## src/rtl/tnum_pkg.sv

```systemverilog
// ----------------------------------------------------------------------------
// Tristate multiplier package
// Shared word width, tristate word type, variant codes, sequencer states and
// the request bundle for the shared tristate adder.
// ----------------------------------------------------------------------------
package tnum_pkg;

    localparam int WORD_BITS = 64;

    typedef logic [WORD_BITS-1:0] word_t;

    typedef struct packed {
        word_t v;
        word_t m;
    } tri_t;

    typedef logic [1:0] variant_t;

    localparam variant_t VAR_LONG       = 2'd0;
    localparam variant_t VAR_EXACT      = 2'd1;
    localparam variant_t VAR_UNION      = 2'd2;
    localparam variant_t VAR_ZERO_UNION = 2'd3;

    typedef enum logic [2:0] {
        ST_IDLE,
        ST_STEP,
        ST_MERGE,
        ST_FINAL,
        ST_DONE
    } state_t;

    typedef struct packed {
        logic load;
        logic merge;
    } add_req_t;

endpackage

```

## src/rtl/tnum_multiplier_unit.sv

```systemverilog
// ----------------------------------------------------------------------------
// Tristate number multiplier
// Shift-and-add multiplication of two tristate numbers with four selectable
// accumulation rules, built around one shared two-phase tristate adder.
//
// Channel   Direction  Handshake               Payload
// in        input      in_valid / in_ready     a_value a_mask b_value b_mask
// out       output     out_valid / out_ready   product_value product_mask
// cfg       input      cfg_valid / cfg_ready   cfg_data (accumulation rule)
//
// Each bit of a up to its highest set bit takes a pass through ST_STEP when
// certain 0 and through ST_STEP and ST_MERGE otherwise, as every addition
// passes the shared adder in two phases. A last ST_STEP finds a empty, and
// the exact-value rule adds ST_FINAL for the closing addition; ST_IDLE takes
// the operands and ST_DONE hands over the result.
// Reset sets the rule to union of partials and empties the output register.
// A stalled output holds its result and the next transaction is taken only
// once that result has moved into the output register.
// ----------------------------------------------------------------------------
module tnum_multiplier_unit (
    input  logic                     clk,
    input  logic                     rst_n,
    input  logic                     in_valid,
    output logic                     in_ready,
    input  tnum_pkg::word_t          a_value,
    input  tnum_pkg::word_t          a_mask,
    input  tnum_pkg::word_t          b_value,
    input  tnum_pkg::word_t          b_mask,
    output logic                     out_valid,
    input  logic                     out_ready,
    output tnum_pkg::word_t          product_value,
    output tnum_pkg::word_t          product_mask,
    input  logic                     cfg_valid,
    output logic                     cfg_ready,
    input  tnum_pkg::variant_t       cfg_data
);

    tnum_pkg::state_t   state_reg, state_next;
    tnum_pkg::variant_t variant_reg;
    tnum_pkg::tri_t     a_reg, a_next;
    tnum_pkg::tri_t     b_reg, b_next;
    tnum_pkg::tri_t     acc_reg, acc_next;
    tnum_pkg::word_t    exact_reg, exact_next;
    logic               out_valid_reg, out_valid_next;
    tnum_pkg::tri_t     prod_reg, prod_next;

    tnum_pkg::add_req_t add_req;
    tnum_pkg::tri_t     add_x;
    tnum_pkg::tri_t     add_y;
    tnum_pkg::tri_t     add_res;

    logic               out_load;

    tnum_add_unit u_add (
        .clk   (clk),
        .rst_n (rst_n),
        .req   (add_req),
        .x     (add_x),
        .y     (add_y),
        .res   (add_res)
    );

    assign in_ready      = (state_reg == tnum_pkg::ST_IDLE);
    assign cfg_ready     = 1'b1;
    assign out_valid     = out_valid_reg;
    assign product_value = prod_reg.v;
    assign product_mask  = prod_reg.m;

    always_ff @(posedge clk or negedge rst_n)
    begin
        if (!rst_n)
        begin
            state_reg     <= tnum_pkg::ST_IDLE;
            variant_reg   <= tnum_pkg::VAR_UNION;
            out_valid_reg <= 1'b0;
        end
        else
        begin
            state_reg     <= state_next;
            out_valid_reg <= out_valid_next;
            if (cfg_valid && cfg_ready)
            begin
                variant_reg <= cfg_data;
            end
        end
    end

    always_ff @(posedge clk)
    begin
        a_reg     <= a_next;
        b_reg     <= b_next;
        acc_reg   <= acc_next;
        exact_reg <= exact_next;
        prod_reg  <= prod_next;
    end

    always_comb
    begin
        state_next    = state_reg;
        a_next        = a_reg;
        b_next        = b_reg;
        acc_next      = acc_reg;
        exact_next    = exact_reg;
        add_req.load  = 1'b0;
        add_req.merge = 1'b0;
        add_x         = acc_reg;
        add_y         = b_reg;
        out_load      = 1'b0;

        case (state_reg)
            tnum_pkg::ST_IDLE:
            begin
                if (in_valid)
                begin
                    a_next.v   = a_value;
                    a_next.m   = a_mask;
                    b_next.v   = b_value;
                    b_next.m   = b_mask;
                    acc_next   = '0;
                    exact_next = '0;
                    state_next = tnum_pkg::ST_STEP;
                end
            end
            tnum_pkg::ST_STEP:
            begin
                if ((a_reg.v | a_reg.m) == '0)
                begin
                    if (variant_reg == tnum_pkg::VAR_EXACT)
                    begin
                        add_req.load = 1'b1;
                        add_x.v      = exact_reg;
                        add_x.m      = '0;
                        add_y        = acc_reg;
                        state_next   = tnum_pkg::ST_FINAL;
                    end
                    else
                    begin
                        state_next = tnum_pkg::ST_DONE;
                    end
                end
                else
                begin
                    if (a_reg.v[0])
                    begin
                        exact_next = exact_reg + b_reg.v;
                    end
                    if (a_reg.v[0] || a_reg.m[0])
                    begin
                        add_req.load = 1'b1;
                        state_next   = tnum_pkg::ST_MERGE;
                        if (a_reg.v[0])
                        begin
                            if (variant_reg == tnum_pkg::VAR_EXACT)
                            begin
                                add_y.v = '0;
                                add_y.m = b_reg.m;
                            end
                        end
                        else if (variant_reg == tnum_pkg::VAR_UNION)
                        begin
                            add_req.merge = 1'b1;
                        end
                        else
                        begin
                            add_y.v = '0;
                            add_y.m = b_reg.v | b_reg.m;
                        end
                    end
                    else
                    begin
                        a_next.v = a_reg.v >> 1;
                        a_next.m = a_reg.m >> 1;
                        b_next.v = b_reg.v << 1;
                        b_next.m = b_reg.m << 1;
                    end
                end
            end
            tnum_pkg::ST_MERGE:
            begin
                acc_next   = add_res;
                a_next.v   = a_reg.v >> 1;
                a_next.m   = a_reg.m >> 1;
                b_next.v   = b_reg.v << 1;
                b_next.m   = b_reg.m << 1;
                state_next = tnum_pkg::ST_STEP;
            end
            tnum_pkg::ST_FINAL:
            begin
                acc_next   = add_res;
                state_next = tnum_pkg::ST_DONE;
            end
            tnum_pkg::ST_DONE:
            begin
                if (!out_valid_reg || out_ready)
                begin
                    out_load   = 1'b1;
                    state_next = tnum_pkg::ST_IDLE;
                end
            end
            default:
            begin
                state_next = tnum_pkg::ST_IDLE;
            end
        endcase
    end

    always_comb
    begin
        out_valid_next = out_valid_reg;
        prod_next      = prod_reg;
        if (out_valid_reg && out_ready)
        begin
            out_valid_next = 1'b0;
        end
        if (out_load)
        begin
            out_valid_next = 1'b1;
            prod_next      = acc_reg;
        end
    end

    assert property (@(posedge clk) disable iff (!rst_n)
        (in_valid && in_ready) |=> (state_reg == tnum_pkg::ST_STEP))
        else $error("Accepted transaction did not start the bit loop.");

    assert property (@(posedge clk) disable iff (!rst_n)
        (state_reg == tnum_pkg::ST_MERGE) |-> ($past(state_reg) == tnum_pkg::ST_STEP))
        else $error("Adder result taken without a preceding load.");

    assert property (@(posedge clk) disable iff (!rst_n)
        $rose(out_valid_reg) |-> ($past(state_reg) == tnum_pkg::ST_DONE))
        else $error("Result presented without completing the multiplication.");

    assert property (@(posedge clk) disable iff (!rst_n)
        (state_reg == tnum_pkg::ST_FINAL) |-> (variant_reg == tnum_pkg::VAR_EXACT))
        else $error("Closing addition entered outside the exact-value rule.");

endmodule

```

## src/rtl/tnum_add_unit.sv

```systemverilog
// ----------------------------------------------------------------------------
// Shared tristate adder
// Two-phase tristate addition: the load cycle registers the value and mask
// sums, the next cycle resolves carry uncertainty and optionally forms the
// union of the first operand with the sum.
// ----------------------------------------------------------------------------
module tnum_add_unit (
    input  logic               clk,
    input  logic               rst_n,
    input  tnum_pkg::add_req_t req,
    input  tnum_pkg::tri_t     x,
    input  tnum_pkg::tri_t     y,
    output tnum_pkg::tri_t     res
);

    tnum_pkg::word_t sv_reg;
    tnum_pkg::word_t sm_reg;
    tnum_pkg::word_t orm_reg;
    tnum_pkg::tri_t  x_reg;
    logic            merge_reg;

    tnum_pkg::word_t chi;
    tnum_pkg::word_t mu;
    tnum_pkg::word_t add_v;
    tnum_pkg::word_t mu_u;

    always_ff @(posedge clk or negedge rst_n)
    begin
        if (!rst_n)
        begin
            merge_reg <= 1'b0;
        end
        else if (req.load)
        begin
            merge_reg <= req.merge;
        end
    end

    always_ff @(posedge clk)
    begin
        if (req.load)
        begin
            sv_reg  <= x.v + y.v;
            sm_reg  <= x.m + y.m;
            orm_reg <= x.m | y.m;
            x_reg   <= x;
        end
    end

    always_comb
    begin
        chi   = (sv_reg + sm_reg) ^ sv_reg;
        mu    = chi | orm_reg;
        add_v = sv_reg & ~mu;
        mu_u  = (x_reg.v ^ add_v) | x_reg.m | mu;
        if (merge_reg)
        begin
            res.v = x_reg.v & add_v & ~mu_u;
            res.m = mu_u;
        end
        else
        begin
            res.v = add_v;
            res.m = mu;
        end
    end

endmodule
```

## config.mk

```make
export PLATFORM = sky130hd
export DESIGN_NAME = tnum_multiplier_unit
export DESIGN_NICKNAME = d
export VERILOG_FILES = /design/src/rtl/tnum_pkg.sv /design/src/rtl/tnum_multiplier_unit.sv /design/src/rtl/tnum_add_unit.sv
export SDC_FILE = /design/constraint.sdc
export NUM_CORES = 2
export LEC_CHECK = 0
export ABC_CLOCK_PERIOD_IN_PS = 17900
export BUFFER_PORTS_ARGS = -buffer_cell sky130_fd_sc_hd__buf_4
export CORE_MARGIN = 8
export CORE_UTILIZATION = 50
export DETAILED_ROUTE_END_ITERATION = 8
export PLACE_DENSITY = 0.68
export SKIP_LAST_GASP = 1
export SLEW_MARGIN = 10
export SYNTH_ARGS = -nofsm -noshare
export SYNTH_HDL_FRONTEND = slang
export SYNTH_HIERARCHICAL = 1
export SYNTH_SLANG_ARGS = --single-unit
```

## constraint.sdc

```tcl
create_clock -name clk -period 17.9 [get_ports clk]
set_input_delay 0.895 -clock clk [delete_from_list [all_inputs] [get_ports clk]]
set_output_delay 0.895 -clock clk [all_outputs]
set_load 0.05 [all_outputs]
```

==> run metrics <==
H-tree depth 3; CTS Root Cell clkbuf_16; Crit path max-delay family compound AO/OA/AOI/OAI gates; Cell Chain, Critical Path nor4_1 -> nand4_1 -> nor4_1 -> nand2_1 -> nor2_4 -> nand2_4 -> nand2_1 -> nand3_1 -> ha_1 -> inv_1 -> fa_1 -> nor2b_1 -> o31ai_1 -> a2111oi_0 -> buf_4 -> o311ai_0 -> o21ai_0 -> a21oi_1 -> o32ai_1 -> a31oi_1 -> nor4_1 -> a211o_1; Layout Nets 6333; Hold WC Path Type in -> reg; row count 122; core box area 111000 µm²; Die H 349 µm; clk buf depth 3; Routability Congestion 0.974; Starting Density 50.3%; area leader, netlist edfxtp_1; via count 43480; met2 WL 82200 µm; Starting DRT DRC Count 4219; clock sink count 903; CTS Hold Bufs 1; largest net degree at the start of global routing ~150; storage element area approximately 27000 µm²; CTS tree yes; max-slew violations 0; fill cell count 9592; ranking of synthesized cells by area edfxtp_1 48%, ha_1 8.6%, mux2_2 5.2%, nand2_1 4.8%, a21oi_1 3.7%; synth cell count leaders 896 x edfxtp_1, 717 x nand2_1, 415 x a21oi_1; synth-to-layout area growth 14.0%; global-route wire length before repair 266000 µm; synth warn 6; Tmin final 8.96 ns; Slowest Stage Delay on Critical Path a little over 0.9 ns; RSZ-0062 raised after global routing false; final setup fails 0; dpl cells 7067; critical path capture point type flop; # diodes 0; CP dominant cell by count nor4_1; relative slew slack a little under a quarter; Async S/R FF share, synth 0.775%; Top Metal Used met4; CP Class reg -> reg; post-synthesis mux area share 5.30%; syn avg cell area 10.3 µm²; IO Port Bufs roughly 400; drt pass-1 iters 8; Yosys reg bits 903; WL met1 74600 µm; clk_skew 0.0250 ns; final hold viol count 0; Routed WL per cell 24.6 µm; Multi-input gate area 26500 µm²; required time worst endpoint roughly 18 ns; number of synthesized flops with an enable pin 896; met3 wire length 14700 µm; critical-path maximum fanout between 60 and 70; Finished Layout Cells 7256; simple-gate share of the synthesized area 15.5%; overall die width 349 µm; max cap viols 0; Cells after Synth 5390; Cell variety after synth 94; Ports 394; achievable frequency between 100 and 150 MHz; outcome finished with violations; CTS Buf Count between 100 and 150; top-count cell post-synth edfxtp_1; post-synthesis adder-cell area fraction 8.70%; Post-Synth XOR/XNOR Area 4.45%; Setup Fix Bufs, Post-CTS 0; post-cts sizing count 0; Final WS setup 8.94 ns; synthesized net count 6037; failing checks DRC; sequential element share of the synthesized area 48.7%; vias in the first global route around 43000; Skew-Pair Late Insertion Delay around 0.71 ns; Bufs and invs on worst path 2; global route total overflow 0; startpoint types flop; Yosys top cell area share 48.4%; Tcrit/Tclk final about half; post-synthesis cell area 55600 µm²; clock-pin slew on the worst setup and hold paths 0.06 ns; initial antenna violation count 5; Antenna Nets Post-Route 0; Main synth FF type edfxtp_1; largest family of logic cells by synthesized area simple AND/OR/NAND/NOR gates; GRT Overall Usage between 20 and 30%; DRC violations left 1; Via density 5.99; crit path DAT 9.40 ns; setup TNS 0 ns; post-synthesis compound-gate area fraction ~14%; DRT Wirelength approximately 180000 µm; HPWL after detailed placement 133000 µm; die area 122000 µm²; setup slack at placement about 9 ns; layout cells sized above 1 16.1%; Slew @ Worst Pin about 1.2 ns; critical path's slowest cell o311ai_0
-- final timing paths --
kind / startpoint / endpoint / slack, ns / depth (start not counted)
max reg2reg: a_reg[64] / u_add/sm_reg[48] / 8.94 / 22
max in group asynchronous: rst_n / variant_reg[1] / 17.09 / 2
min: cfg_valid / variant_reg[1] / 0.36 / 2
min in group asynchronous: rst_n / state_reg[0] / 0.61 / 2
min reg2reg: acc_reg[13] / product_mask[13] / 0.48 / 0
max: a_reg[64] / u_add/sm_reg[48] / 8.94 / 22
-- cells in the final DEF (no fill, tap or decap), types with 26 or more instances in the layout --
| master | count |
|---|---|
| a211oi_1 | 61 |
| a21o_1 | 159 |
| a21oi_1 | 414 |
| a31oi_1 | 43 |
| and2_1 | 187 |
| buf_4 | 435 |
| clkbuf_16 | 105 |
| edfxtp_1 | 896 |
| ha_1 | 380 |
| inv_1 | 283 |
| mux2_2 | 257 |
| nand2_1 | 716 |
| nand2b_1 | 32 |
| nand3_1 | 143 |
| nand4_1 | 75 |
| nor2_1 | 337 |
| nor2b_1 | 83 |
| nor3_1 | 73 |
| nor4_1 | 54 |
| o211ai_1 | 26 |
| o21a_1 | 34 |
| o21ai_0 | 201 |
| o21bai_1 | 53 |
| o22ai_1 | 40 |
| xnor2_1 | 187 |
| xor2_1 | 90 |
-- stage by stage --
step                hold slack, ns  area [µm²]  utilization (%)
CTS                          0.313       63400             57.3
detailed placement           0.464       59900             54.2
finish                       0.361       63400             57.3
global route                 0.346       63400             57.3
floorplan                    0.441       55600                -
global placement             0.461       59900             54.2
-- worst reg2reg max path, delay by kind of cell, from the launching register on --
kind	cells	cell delay, ns
fa+ha+maj	2	0.46
simple gates	10	3.69
buf+inv	2	0.28
compound gates	8	3.79
flops	1	0.48
-- area by class of cell --
| cell class | instances | area share [%] |
|---|---|---|
| inverter | 286 | 1.70 |
| timing repair buffer | 438 | 5.23 |
| clock buffer | 117 | 4.25 |
| multi-input combinational | 3953 | 41.9 |
| tap | 1488 | 2.94 |
| sequential | 903 | 42.7 |
| clock inverter | 71 | 1.27 |
-- cell families (layout without fill, tap and decap cells) --
kind of cell / Yosys count / after routing
buffers and inverters: 534 / 912
multiplexers: 262 / 262
AO/OA/AOI/OAI: 1201 / 1201
XOR/XNOR: 279 / 279
other: 1 / 1
AND/OR/NAND/NOR: 1826 / 1826
adder cells (fa/ha/maj): 384 / 384
flip-flops: 903 / 903
-- routing by layer --
| metal | track usage, % | vias to the layer above |
|---|---|---|
| met5 | 0 | - |
| met4 | 10.4 | 0 |
| met3 | 5.33 | 323 |
| met2 | 46.0 | 1807 |
| met1 | 37.7 | 21170 |
| li1 | - | 20180 |
Power is left out: the tool's default activity adds up to more than one toggle a clock period on the data nets, which glitch-free logic cannot reach.
